### config.mk
export PLATFORM = sky130hd
export DESIGN_NAME = multi_stack_shared_pool_flat
export DESIGN_NICKNAME = d
export VERILOG_FILES = /design/src/design/msp_pkg.sv /design/src/design/msp_if.sv /design/src/design/msp_top_tbl.sv /design/src/design/msp_pool.sv /design/src/design/multi_stack_shared_pool.sv /design/src/flat_wrapper.sv
export SDC_FILE = /design/constraint.sdc
export NUM_CORES = 1
export LEC_CHECK = 0
export ABC_CLOCK_PERIOD_IN_PS = 5500
export BUFFER_PORTS_ARGS = -buffer_cell sky130_fd_sc_hd__buf_2
export CORE_MARGIN = 10
export CORE_UTILIZATION = 30
export CTS_BUF_LIST = sky130_fd_sc_hd__clkbuf_16
export DETAILED_ROUTE_END_ITERATION = 16
export SYNTH_ARGS = -nofsm -noshare
export SYNTH_HDL_FRONTEND = slang
export SYNTH_SLANG_ARGS = --single-unit
### constraint.sdc
create_clock -name clk -period 5.5 [get_ports clk]
set_input_delay 1.375 -clock clk [delete_from_list [all_inputs] [get_ports clk]]
set_output_delay 1.375 -clock clk [all_outputs]
set_load 0.005 [all_outputs]
### src/design/msp_pkg.sv
// Shared types and constants for the multi-stack shared pool.
package msp_pkg;

	localparam int NUM_STACKS_DEF  = 8;
	localparam int CAPACITY_DEF    = 16;
	localparam int VALUE_WIDTH_DEF = 32;

	localparam int STACK_ID_W = 3;
	localparam int DATA_W     = 32;
	localparam int CFG_W      = 4;

	localparam logic [CFG_W-1:0] STACKS_IN_USE_RST = 4'd8;

	typedef enum logic {
		KIND_PUSH = 1'b0,
		KIND_POP  = 1'b1
	} kind_t;

	typedef enum logic [1:0] {
		ST_OK      = 2'd0,
		ST_INVALID = 2'd1,
		ST_FULL    = 2'd2,
		ST_EMPTY   = 2'd3
	} status_t;

	typedef struct packed {
		logic rd_en;
		logic push;
		logic pop;
	} pool_cmd_t;

	typedef struct packed {
		logic rd_en;
		logic wr_en;
	} top_cmd_t;

endpackage

### src/design/msp_if.sv
// Request and response channel interfaces.
interface msp_req_if;
	logic                               valid;
	logic                               ready;
	msp_pkg::kind_t                     kind;
	logic [msp_pkg::STACK_ID_W-1:0]     stack_id;
	logic signed [msp_pkg::DATA_W-1:0]  push_value;

	modport source (output valid, kind, stack_id, push_value, input ready);
	modport sink (input valid, kind, stack_id, push_value, output ready);
endinterface

interface msp_rsp_if;
	logic                               valid;
	logic                               ready;
	logic signed [msp_pkg::DATA_W-1:0]  pop_value;
	msp_pkg::status_t                   status;

	modport source (output valid, pop_value, status, input ready);
	modport sink (input valid, pop_value, status, output ready);
endinterface

### src/design/msp_top_tbl.sv
// Top-of-stack table: registered-read memory with per-stack valid bits.
module msp_top_tbl #(
	parameter int NUM_STACKS = msp_pkg::NUM_STACKS_DEF,
	parameter int SW         = 5,
	parameter int TW         = 3
) (
	input  logic              clk,
	input  logic              arst_n,
	input  msp_pkg::top_cmd_t cmd,
	input  logic [TW-1:0]     rd_idx,
	input  logic [TW-1:0]     wr_idx,
	input  logic [SW-1:0]     wr_top,
	output logic [SW-1:0]     rd_top
);

	localparam logic [SW-1:0] NULL_SLOT = SW'(NUM_STACKS * 0 + (1 << SW) - 1);

	logic [SW-1:0]         mem [NUM_STACKS];
	logic [NUM_STACKS-1:0] vld_q;
	logic [SW-1:0]         rd_data_q;
	logic                  rd_vld_q;

	always_ff @(posedge clk) begin
		if (cmd.wr_en) begin
			mem[wr_idx] <= wr_top;
		end
		if (cmd.rd_en) begin
			rd_data_q <= mem[rd_idx];
		end
	end

	always_ff @(posedge clk or negedge arst_n) begin
		if (!arst_n) begin
			vld_q    <= '0;
			rd_vld_q <= 1'b0;
		end else begin
			if (cmd.wr_en) begin
				vld_q[wr_idx] <= 1'b1;
			end
			if (cmd.rd_en) begin
				rd_vld_q <= (int'(rd_idx) < NUM_STACKS) && vld_q[rd_idx];
			end
		end
	end

	// never-written stacks read as empty; any code >= capacity is null
	assign rd_top = rd_vld_q ? rd_data_q : NULL_SLOT;

endmodule

### src/design/msp_pool.sv
// Slot pool: link/value memory, free-list head and untouched-slot counter.
module msp_pool #(
	parameter int CAPACITY    = msp_pkg::CAPACITY_DEF,
	parameter int VALUE_WIDTH = msp_pkg::VALUE_WIDTH_DEF,
	parameter int SW          = 5
) (
	input  logic                   clk,
	input  logic                   arst_n,
	input  msp_pkg::pool_cmd_t     cmd,
	input  logic [SW-1:0]          slot,
	input  logic [SW-1:0]          wr_link,
	input  logic [VALUE_WIDTH-1:0] wr_value,
	output logic [SW-1:0]          free_head,
	output logic [SW-1:0]          rd_link,
	output logic [VALUE_WIDTH-1:0] rd_value
);

	localparam int SLW = $clog2(CAPACITY);
	localparam int EW  = SW + VALUE_WIDTH;

	logic [EW-1:0]  mem [CAPACITY];
	logic [EW-1:0]  rd_q;
	logic           rd_fresh_q;
	logic [SW-1:0]  rd_slot_q;
	logic [SW-1:0]  free_head_q;
	logic [SW-1:0]  fresh_q;
	logic [SLW-1:0] addr;

	assign addr = slot[SLW-1:0];

	always_ff @(posedge clk) begin
		if (cmd.push) begin
			mem[addr] <= {wr_link, wr_value};
		end else if (cmd.pop) begin
			mem[addr] <= {free_head_q, rd_q[VALUE_WIDTH-1:0]};
		end
		if (cmd.rd_en) begin
			rd_q       <= mem[addr];
			rd_fresh_q <= slot >= fresh_q;
			rd_slot_q  <= slot;
		end
	end

	// slots at or above fresh_q were never taken and still chain in order
	assign rd_link  = rd_fresh_q ? rd_slot_q + SW'(1) : rd_q[EW-1:VALUE_WIDTH];
	assign rd_value = rd_q[VALUE_WIDTH-1:0];
	assign free_head = free_head_q;

	always_ff @(posedge clk or negedge arst_n) begin
		if (!arst_n) begin
			free_head_q <= '0;
			fresh_q     <= '0;
		end else if (cmd.push) begin
			free_head_q <= rd_link;
			if (slot == fresh_q) begin
				fresh_q <= fresh_q + SW'(1);
			end
		end else if (cmd.pop) begin
			free_head_q <= slot;
		end
	end

endmodule

### src/design/multi_stack_shared_pool.sv
// Multi-stack shared pool: several LIFO stacks linked through one slot memory.
// Every push or pop request returns exactly one response. A request that reaches
// the pool registers its response after a top-table read, then a slot-memory read,
// then write-back with the response; a rejected request (invalid stack, full pool,
// empty stack) registers it after the top-table read alone. Either can wait while
// the previous response is still held. One request is in flight at a time; the next
// is taken in the cycle after the response is registered, while that response may
// still wait. A pool request is the slower kind: it has two memory reads in series.
// No clearing pass after reset: stack tops use valid bits and unused slots are
// tracked by a fill counter.
module multi_stack_shared_pool #(
	parameter int NUM_STACKS  = msp_pkg::NUM_STACKS_DEF,
	parameter int CAPACITY    = msp_pkg::CAPACITY_DEF,
	parameter int VALUE_WIDTH = msp_pkg::VALUE_WIDTH_DEF
) (
	input  logic                       clk,
	input  logic                       arst_n,
	msp_req_if.sink                    req,
	msp_rsp_if.source                  rsp,
	input  logic                       cfg_we,
	input  logic [msp_pkg::CFG_W-1:0]  cfg_wdata
);

	localparam int SW = $clog2(CAPACITY + 1);
	localparam int TW = (NUM_STACKS > 1) ? $clog2(NUM_STACKS) : 1;
	localparam logic [SW-1:0] NULL_SLOT = SW'(CAPACITY);

	typedef enum logic [1:0] {
		S_IDLE,
		S_TOP,
		S_SLOT
	} state_t;

	state_t                          state_q;
	msp_pkg::kind_t                  kind_q;
	logic [msp_pkg::STACK_ID_W-1:0]  sid_q;
	logic [VALUE_WIDTH-1:0]          val_q;
	logic                            bad_q;
	logic [SW-1:0]                   cur_q;
	logic                            out_vld_q;
	logic [msp_pkg::DATA_W-1:0]      pop_value_q;
	msp_pkg::status_t                status_q;
	logic [msp_pkg::CFG_W-1:0]       su_q;

	logic                            out_free;
	logic                            commit;
	logic                            rsp_load;
	logic [SW-1:0]                   top_rd;
	logic [SW-1:0]                   free_head;
	logic [SW-1:0]                   rd_link;
	logic [VALUE_WIDTH-1:0]          rd_value;
	logic [SW-1:0]                   cur;
	logic [SW-1:0]                   pool_slot;
	logic [SW-1:0]                   top_wr;
	msp_pkg::status_t                fail_status;
	msp_pkg::top_cmd_t               top_cmd;
	msp_pkg::pool_cmd_t              pool_cmd;
	logic [63:0]                     in_ext;
	logic [63:0]                     out_ext;
	logic                            bad_in;

	assign out_free  = !out_vld_q || rsp.ready;
	assign req.ready = (state_q == S_IDLE);
	assign rsp.valid = out_vld_q;
	assign rsp.pop_value = pop_value_q;
	assign rsp.status    = status_q;

	assign in_ext  = {32'b0, req.push_value};
	assign out_ext = 64'(rd_value);
	assign bad_in  = ({1'b0, req.stack_id} >= su_q) || (int'(req.stack_id) >= NUM_STACKS);

	always_comb begin
		cur = (kind_q == msp_pkg::KIND_POP) ? top_rd : free_head;
		if (bad_q) begin
			fail_status = msp_pkg::ST_INVALID;
		end else if (cur >= NULL_SLOT) begin
			fail_status = (kind_q == msp_pkg::KIND_POP) ? msp_pkg::ST_EMPTY
				: msp_pkg::ST_FULL;
		end else begin
			fail_status = msp_pkg::ST_OK;
		end
	end

	assign commit = (state_q == S_SLOT) && out_free;
	assign rsp_load = ((state_q == S_TOP) && (fail_status != msp_pkg::ST_OK) && out_free)
		|| commit;

	assign top_cmd.rd_en = req.valid && req.ready;
	assign top_cmd.wr_en = commit;
	assign pool_cmd.rd_en = (state_q == S_TOP) && (fail_status == msp_pkg::ST_OK);
	assign pool_cmd.push  = commit && (kind_q == msp_pkg::KIND_PUSH);
	assign pool_cmd.pop   = commit && (kind_q == msp_pkg::KIND_POP);
	assign pool_slot = (state_q == S_SLOT) ? cur_q : cur;
	assign top_wr    = (kind_q == msp_pkg::KIND_PUSH) ? cur_q : rd_link;

	msp_top_tbl #(
		.NUM_STACKS (NUM_STACKS),
		.SW         (SW),
		.TW         (TW)
	) u_top_tbl (
		.clk    (clk),
		.arst_n (arst_n),
		.cmd    (top_cmd),
		.rd_idx (TW'(req.stack_id)),
		.wr_idx (TW'(sid_q)),
		.wr_top (top_wr),
		.rd_top (top_rd)
	);

	msp_pool #(
		.CAPACITY    (CAPACITY),
		.VALUE_WIDTH (VALUE_WIDTH),
		.SW          (SW)
	) u_pool (
		.clk       (clk),
		.arst_n    (arst_n),
		.cmd       (pool_cmd),
		.slot      (pool_slot),
		.wr_link   (top_rd),
		.wr_value  (val_q),
		.free_head (free_head),
		.rd_link   (rd_link),
		.rd_value  (rd_value)
	);

	always_ff @(posedge clk or negedge arst_n) begin
		if (!arst_n) begin
			su_q <= msp_pkg::STACKS_IN_USE_RST;
		end else if (cfg_we) begin
			su_q <= cfg_wdata;
		end
	end

	always_ff @(posedge clk or negedge arst_n) begin
		if (!arst_n) begin
			state_q   <= S_IDLE;
			out_vld_q <= 1'b0;
		end else begin
			if (rsp_load) begin
				out_vld_q <= 1'b1;
			end else if (rsp.ready) begin
				out_vld_q <= 1'b0;
			end
			case (state_q)
				S_IDLE: begin
					if (req.valid) begin
						kind_q  <= req.kind;
						sid_q   <= req.stack_id;
						val_q   <= in_ext[VALUE_WIDTH-1:0];
						bad_q   <= bad_in;
						state_q <= S_TOP;
					end
				end
				S_TOP: begin
					if (fail_status != msp_pkg::ST_OK) begin
						if (out_free) begin
							pop_value_q <= (kind_q == msp_pkg::KIND_POP) ? '1 : '0;
							status_q    <= fail_status;
							state_q     <= S_IDLE;
						end
					end else begin
						cur_q   <= cur;
						state_q <= S_SLOT;
					end
				end
				S_SLOT: begin
					if (out_free) begin
						pop_value_q <= (kind_q == msp_pkg::KIND_POP) ? out_ext[31:0] : '0;
						status_q    <= msp_pkg::ST_OK;
						state_q     <= S_IDLE;
					end
				end
				default: begin
					state_q <= S_IDLE;
				end
			endcase
		end
	end

endmodule

### src/flat_wrapper.sv
// flat-port wrapper written by rule: the top's interface ports become plain ports
module multi_stack_shared_pool_flat 
#(
	parameter int NUM_STACKS  = msp_pkg::NUM_STACKS_DEF,
	parameter int CAPACITY    = msp_pkg::CAPACITY_DEF,
	parameter int VALUE_WIDTH = msp_pkg::VALUE_WIDTH_DEF
)
  (clk, arst_n, cfg_we, cfg_wdata, req_valid, req_kind, req_stack_id, req_push_value, req_ready, rsp_valid, rsp_pop_value, rsp_status, rsp_ready);
  msp_req_if req_i ();
  msp_rsp_if rsp_i ();
  input  logic clk;
  input  logic arst_n;
  input  logic cfg_we;
  input  logic [msp_pkg::CFG_W-1:0] cfg_wdata;
  input wire logic [$bits(req_i.valid)-1:0] req_valid;
  input wire logic [$bits(req_i.kind)-1:0] req_kind;
  input wire logic [$bits(req_i.stack_id)-1:0] req_stack_id;
  input wire logic [$bits(req_i.push_value)-1:0] req_push_value;
  output wire logic [$bits(req_i.ready)-1:0] req_ready;
  output wire logic [$bits(rsp_i.valid)-1:0] rsp_valid;
  output wire logic [$bits(rsp_i.pop_value)-1:0] rsp_pop_value;
  output wire logic [$bits(rsp_i.status)-1:0] rsp_status;
  input wire logic [$bits(rsp_i.ready)-1:0] rsp_ready;
  assign req_i.valid = req_valid;
  assign req_i.kind = req_kind;
  assign req_i.stack_id = req_stack_id;
  assign req_i.push_value = req_push_value;
  assign req_ready = req_i.ready;
  assign rsp_valid = rsp_i.valid;
  assign rsp_pop_value = rsp_i.pop_value;
  assign rsp_status = rsp_i.status;
  assign rsp_i.ready = rsp_ready;
  multi_stack_shared_pool #(.NUM_STACKS(NUM_STACKS), .CAPACITY(CAPACITY), .VALUE_WIDTH(VALUE_WIDTH)) u_core (.clk(clk), .arst_n(arst_n), .req(req_i), .rsp(rsp_i), .cfg_we(cfg_we), .cfg_wdata(cfg_wdata));
endmodule
# ---- After elaboration in Yosys (flattened, before gate mapping)
# Memory sizes are Yosys's and may differ from the RTL's. A register that Yosys moved wholly into a read port is not among the register bits.
# Index checks and enable logic that the tools add are counted.
dict set report totals {
  in_bits 45
  ramBits 632
  output_inout_bits 36
  elab_cells 96
  mem_count 2
  register_bits 108
  latch_bits 0
  romBits 0
}
# memory words word_bits rd rd_ports_with_merged_regs wr line
set memory_table {}
lappend memory_table {u_core.u_pool.mem 16 37 1 1 1 msp_pool.sv:21} ;# logic [EW-1:0] mem [CAPACITY];
lappend memory_table {u_core.u_top_tbl.mem 8 5 1 1 1 msp_top_tbl.sv:18} ;# logic [SW-1:0] mem [NUM_STACKS];
dict set report op_classes {
  n_div 0
  n_bitwise 4
  add_sub_neg 2
  mul 0
  magnitude_cmp 6
  eq_ne 7
  n_shift 0
  n_reduce_logical 21
  muxes 38
}
# op count
set ops {}
lappend ops {{32-bit two-way mux} 5}
lappend ops {{32-bit one-hot mux with 2 select lines} 1}
lappend ops {{37-bit two-way mux} 1}
lappend ops {{5-bit two-way mux} 7}
lappend ops {{2-bit two-way mux} 8}
lappend ops {{1-bit two-way mux} 12}
lappend ops {{5-bit by 1-bit adder with 5-bit output, second input constant} 2}
lappend ops {{1-bit logical AND} 8}
lappend ops {{3-bit by 4-bit < comparator with 1-bit output, second input constant} 2}
lappend ops {{8-bit bitwise OR} 1}
lappend ops {{2-bit nonzero test} 4}
lappend ops {{2-bit one-hot mux with 3 select lines} 1}
lappend ops {{3-bit AND reduction} 2}
lappend ops {{5-bit equality test} 1}
lappend ops {{5-bit greater-or-equal comparator} 1}
lappend ops {{5-bit greater-or-equal comparator, second input constant} 1}
lappend ops {{5-bit AND reduction} 1}
lappend ops {{3-bit by 4-bit greater-or-equal comparator with 1-bit output} 1}
lappend ops {{2-bit logical NOT} 2}
lappend ops {{2-bit by 1-bit inequality test with 1-bit output, second input constant} 2}
lappend ops {{2-bit inequality test, second input constant} 2}
lappend ops {{2-bit one-hot mux with 2 select lines} 1}
lappend ops {{1-bit binary-select mux with 3-bit select} 1}
lappend ops {{1-bit demux with 3-bit select} 1}
lappend ops {{other kinds (8)} 10}

# ---- Longest topological paths before layout
dict set report depth {
  word_depth 10
  ltp_mapped 13
  ltp_nobuf 10
}

# ---- Modules after synthesis
# A second synthesis with hierarchy kept.
dict set report hier_totals {
  cells_unflattened 1415
  area_unflattened_um2 30192.7
}
# mod area_each_um2 n_inst cells_per_inst seq_area_each_um2
set modules_own_cells {}
lappend modules_own_cells {msp_pool 24851.3 1 1119 19318.5}
lappend modules_own_cells {multi_stack_shared_pool 3194.3 1 190 2458.6}
lappend modules_own_cells {msp_top_tbl 2147.1 1 106 1576.5}

# ---- Worst setup path after synthesis
# Ideal clock, no wire load.
dict set report synth_path {
  kind {input to register}
  startpoint {input port rsp_ready}
  endpoint {memory u_core.u_pool.mem[12][0] (netlist name), enable pin}
  setup_ps 524
  path_buffers 1
  slack_ps -490
  cell_stages 4
  t_arrival_ps 5466
  t_required_ps 4976
  path_cell_list {nand2b_1 nand2_1 clkbuf_1 nor4_1}
}
dict set report synth_between {
  elab_chain_len 7
  elab_cells_between_ends 10
  classes_between {mux (5); bitwise (1); reduce/logical (4)}
}
# element line
set synth_rtl {}
lappend synth_rtl {{from (decl)} flat_wrapper.sv:23} ;# input wire logic [$bits(rsp_i.ready)-1:0] rsp_ready;
lappend synth_rtl {{1-bit logical OR (*)} multi_stack_shared_pool.sv:62} ;# assign out_free = !out_vld_q || rsp.ready;
lappend synth_rtl {{1-bit logical AND (*)} multi_stack_shared_pool.sv:84} ;# assign commit = (state_q == S_SLOT) && out_free;
lappend synth_rtl {{1-bit logical AND} multi_stack_shared_pool.sv:92} ;# assign pool_cmd.pop = commit && (kind_q == msp_pkg::KIND_POP);
lappend synth_rtl {{1-bit two-way mux} msp_pool.sv:34} ;# end else if (cmd.pop) begin
lappend synth_rtl {{1-bit two-way mux} msp_pool.sv:32} ;# if (cmd.push) begin
lappend synth_rtl {{1-bit two-way mux (not written as such)} msp_pool.sv:35} ;# mem[addr] <= {free_head_q, rd_q[VALUE_WIDTH-1:0]};
lappend synth_rtl {{1-bit bitwise OR (no source line) (*)} --}
lappend synth_rtl {{to (decl)} msp_pool.sv:21}
# Mark *: on every way between the ends. The rest lies on a longest branch, timed or not.

# ---- Worst setup path after layout
dict set report layout_path {
  startpoint {register u_core.kind_q}
  endpoint {memory u_core.u_pool.mem[14][30] (netlist name), enable pin}
}
dict set report layout_between {
  elab_chain_len 5
  elab_cells_between_ends 11
  classes_between {mux (7); bitwise (2); reduce/logical (2)}
}
# element line
set layout_rtl {}
lappend layout_rtl {{from (decl)} multi_stack_shared_pool.sv:35} ;# msp_pkg::kind_t kind_q;
lappend layout_rtl {{from (signal assigned)} multi_stack_shared_pool.sv:147} ;# kind_q <= req.kind;
lappend layout_rtl {{1-bit logical AND / 1-bit inverter (equally long branches)} {multi_stack_shared_pool.sv:92, multi_stack_shared_pool.sv:91}}
lappend layout_rtl {{1-bit two-way mux / 1-bit logical AND (equally long branches)} {msp_pool.sv:34, multi_stack_shared_pool.sv:91}}
lappend layout_rtl {{1-bit two-way mux} msp_pool.sv:32}
lappend layout_rtl {{1-bit two-way mux (on tied branches)} {msp_pool.sv:35, msp_pool.sv:33}}
lappend layout_rtl {{1-bit bitwise OR (no source line)} --}
# Several ways; a longest one is shown, not always the timed one.

==> results.txt <==
* Largest net degree at the start of global routing: 75
- Yosys mapped a number of flops with a built-in enable equal to 756.
- Most frequent cells in the layout: sky130_fd_sc_hd__edfxtp_1, sky130_fd_sc_hd__a22oi_1, sky130_fd_sc_hd__a21oi_1, sky130_fd_sc_hd__mux4_2, sky130_fd_sc_hd__buf_2
- Post-CTS Setup Bufs: 0
* Count of H-tree levels built during CTS: 3
* 1st-pass router iterations: 5
- Die Span Y: 334 um
- Source of the worst register-to-register timing path: u_core.kind_q$_DFFE_PP_
- Worst Reg2Reg Path Length in Cells: 8
- The analysis attributes to net switching a power of about 4.6 mW.
- Timing startpoint of the critical path: u_core.kind_q$_DFFE_PP_
* Number of design-rule violations left by the first detailed-router iteration: 1556
- PnR worst setup slack: 1410 ps
- TritonCTS clock tree: done
- For the final database, setup skew stands at approximately 40 ps.
- Max-cap violations in this run came to 0.
- STA classifies the critical path endpoint as a flop.
* Most common cell after layout, fill and taps aside: sky130_fd_sc_hd__edfxtp_1
* Power per cell area: 468 nW/um^2
- After synthesis, the share of flip-flops with an asynchronous set or reset is under 10%.
- Summed over all cells, the static leakage comes to about 11 nW.
* CP Max Fanout: 33
- The completed layout was analyzed and its total power is between 15 and 20 mW.
- The final layout contains routed wiring with a total length of 71400 um.
- The worst register-to-register path ends at u_core.u_pool.mem[14][30]$_DFFE_PP_.
- Setup violations remaining at the end of the flow were counted as 0.
* Headroom to the max-slew limit: between 20% and 30%
* Routed wirelength normalized by instance count: ~24 um
* Internal cell power: 11.7 mW
* Number of cells produced by synthesis: 1528
* Share of the cycle needed by the critical path after routing: about three quarters
- Critical path startpoint category: flop
* Register share of total power: between 40% and 50%
- Total number of vias: roughly 15000
- Peak ir drop on the vdd network: roughly 0.24 mV
- Class of the worst hold path: flop to flop
* Clock Power Share: between 30% and 40%
- Number of buffers added to fix hold violations after cts: 0
- Number of rows in the core area: 115
- Final count of hold timing violations: 0
- Across all register-to-register paths, the minimum setup slack is ~1400 ps.
- Once detail routing completed, the nets flagged for antenna violations numbered 0.
* GP Congestion: just under 0.8
- Most used flip-flop cell after synthesis: sky130_fd_sc_hd__edfxtp_1
- The floorplan step defined a die boundary enclosing ~110000 um^2.
* Final design utilization: a little over a third
- Number of buffers inserted during clock tree synthesis: 77
- The layout has 9058 filler cells.
- After legalization and detailed placement, the total HPWL measured around 41000 um.
- After routing the design area is ~35000 um^2.
* Count of nets after finishing: about 1700
- The floorplan step defined a core boundary enclosing 98300 um^2.
- Total global routing overflow: 0
* Path type of the worst setup path: flop to flop
* Net count of the mapped netlist: 1581
* Width of the chip: approximately 330 um
- Final min period: just over 4000 ps
* Placement-stage cell area: around 32000 um^2
* Total GRT Usage: between 10% and 20%
- Setup repair after global routing missed its margin: false
* Pin slew with the least headroom to its limit: between 1000 and 1500 ps
* Post-synthesis cell area: 29700 um^2
* Arrival time at the worst endpoint: roughly 4400 ps
- Net switching is between 20% and 30% of the power.
* Via count normalized by instance count: 5.09
- The tree is rooted in a sky130_fd_sc_hd__clkbuf_16.
- DRC Markers: 0
- Counting flops and latches in the post-synthesis netlist gives between 700 and 800.
- Number of antenna repair diodes: 0
- Buffers added on ports: 80
- Final hold analysis gives a worst-case slack of around 470 ps.
* Initial Utilization: around 30%
* Run status: finished, final reports clean
- The first global-routing pass estimated 106000 um of wire.
- Counting along the longest clock path gives a buffer depth of 3.
- For this design, the sink count on the clock tree is 782.
- Static timing analysis puts the maximum clock frequency at ~240 MHz.
- Post-synth cell types: 53
- Area growth syn-to-layout: 16.9%
* Required time at the endpoint of the critical path: 5840 ps
- Clock-pin slew was measured on the worst setup and hold paths at ~60 ps.
* Part of the power in combinational logic: roughly a fifth
* Synthesis warning total: 0
* Vias in the first global route: between 15000 and 20000
- 81 I/O pins were placed.
* Crit path capture: u_core.u_pool.mem[14][30]$_DFFE_PP_
- The clock reaches the later pin of the worst-skew pair after 660 ps.
- Gates resized during post-CTS repair numbered 0.
- Average footprint of a synthesized cell: ~19 um^2
- Portion of the post-synthesis area used by sequential elements: a little under 80%
- Post-placement setup slack: ~1300 ps
- The max-slew violation count came to 0.
- The number of antenna violations at the first check in global routing is 1.
- Share of cells above drive strength 1: about a quarter
-- sequential cells by signal, summed over array words and instances (netlist names) --
name,count
u_core.u_pool.mem,592
u_core.u_top_tbl.rd_data_q,5
u_core.sid_q,3
u_core.u_top_tbl.rd_vld_q,1
u_core.val_q,32
u_core.kind_q,1
u_core.bad_q,1
u_core.u_top_tbl.vld_q,8
u_core.u_pool.rd_fresh_q,1
u_core.su_q,4
u_core.u_pool.rd_slot_q,5
u_core.u_pool.free_head,5
u_core.u_top_tbl.mem,40
u_core.cur_q,5
u_core.rsp.valid,1
u_core.rsp.pop_value,32
u_core.rsp.status,2
u_core.u_pool.fresh_q,5
u_core.u_pool.rd_q,37
u_core.state_q,2
-- area by class of cell --
cell class                      count  area, um^2  share of cell area (%)
Timing Repair Buffer              124         843                    2.43
Tap cell                         1287        1610                    4.64
Inverter                           17        67.6                   0.195
Multi-Input combinational cell    641        6090                    17.6
Sequential cell                   782       23400                    67.4
Clock buffer                       78        1950                    5.63
Clock inverter                     61         753                    2.17
-- through the flow --
stage	cells	TNS, ps
final	2990	0
after global routing	2990	0
after CTS	2990	0
after detailed placement	2851	0
after global placement	2851	0
after floorplan	1528	-36230
-- synthesized netlist by cell type (12+ instances only) --
master	number	area (um^2)
sky130_fd_sc_hd__o21ai_0	12	60.1
sky130_fd_sc_hd__a22oi_1	148	1110
sky130_fd_sc_hd__a21oi_1	86	430
sky130_fd_sc_hd__edfxtp_1	756	22700
sky130_fd_sc_hd__mux4_2	86	1940
sky130_fd_sc_hd__nor2_1	33	124
sky130_fd_sc_hd__mux2_2	43	484
sky130_fd_sc_hd__clkbuf_1	62	233
sky130_fd_sc_hd__a22o_1	37	324
sky130_fd_sc_hd__or3_1	37	231
sky130_fd_sc_hd__o21a_1	32	240
sky130_fd_sc_hd__inv_1	15	56.3
sky130_fd_sc_hd__dfrtp_1	25	626
sky130_fd_sc_hd__nand2_1	14	52.6
-- power by group through the flow --
stage / sequential (mW) / combinational (mW) / clock, mW
3_3_place_gp: 7.36 / 3.35 / 0
3_5_place_dp: 7.36 / 3.42 / 0
4_1_cts: 7.24 / 3.42 / 5.70
5_1_grt: 7.26 / 3.67 / 5.95
2_1_floorplan: 7.27 / 2.30 / 0
6_report: 7.24 / 3.39 / 5.59
-- how the worst min path moves through the flow --
| stage | start | end | slack, ps | depth (start not counted) |
|---|---|---|---|---|
| after CTS | u_core.u_top_tbl.vld_q[1]$_DFFE_PN0P_ | u_core.u_top_tbl.vld_q[1]$_DFFE_PN0P_ | 470 | 1 |
| after global routing | u_core.u_pool.fresh_q[4]$_DFFE_PN0P_ | u_core.u_pool.fresh_q[4]$_DFFE_PN0P_ | 480 | 1 |
| final | u_core.u_top_tbl.vld_q[7]$_DFFE_PN0P_ | u_core.u_top_tbl.vld_q[7]$_DFFE_PN0P_ | 470 | 1 |
| after detailed placement | u_core.u_top_tbl.vld_q[1]$_DFFE_PN0P_ | u_core.u_top_tbl.vld_q[1]$_DFFE_PN0P_ | 460 | 1 |
| after global placement | u_core.u_top_tbl.vld_q[7]$_DFFE_PN0P_ | u_core.u_top_tbl.vld_q[7]$_DFFE_PN0P_ | 450 | 1 |
| after floorplan | u_core.u_top_tbl.vld_q[2]$_DFFE_PN0P_ | u_core.u_top_tbl.vld_q[2]$_DFFE_PN0P_ | 430 | 1 |
-- cells by family (layout without fill, tap and decap cells) --
kind of cell,after synthesis,in the layout,synth area share [%]
adders and majority gates,10,10,0.405
muxes,136,136,8.40
and+or+nand+nor,152,152,2.89
AOI/OAI and AO/OA,334,334,7.80
xor gates and xnor gates,9,9,0.266
buffers and inverters,105,280,1.50
DFF,782,782,78.7
-- worst max-delay path, stage by stage (launching register included) --
cell and delay, ps:
sky130_fd_sc_hd__edfxtp_1 830, sky130_fd_sc_hd__buf_4 430, sky130_fd_sc_hd__nor2_1 110, sky130_fd_sc_hd__o31a_2 380, sky130_fd_sc_hd__clkinv_2 80, sky130_fd_sc_hd__buf_4 420, sky130_fd_sc_hd__nand3_1 430, sky130_fd_sc_hd__nor2_4 760
sky130_fd_sc_hd__buf_4 350
-- metal layers --
metal | GRT usage [%] | up-vias | part of all wire, %
met5 | 0 | - | 0.018
li1 | - | 6513 | -
met2 | 19.6 | 651 | 47
met4 | 3.20 | 2 | 2.0
met1 | 17.3 | 7956 | 43
met3 | 3.15 | 107 | 8.2
Power figures use the tool's default switching activity.
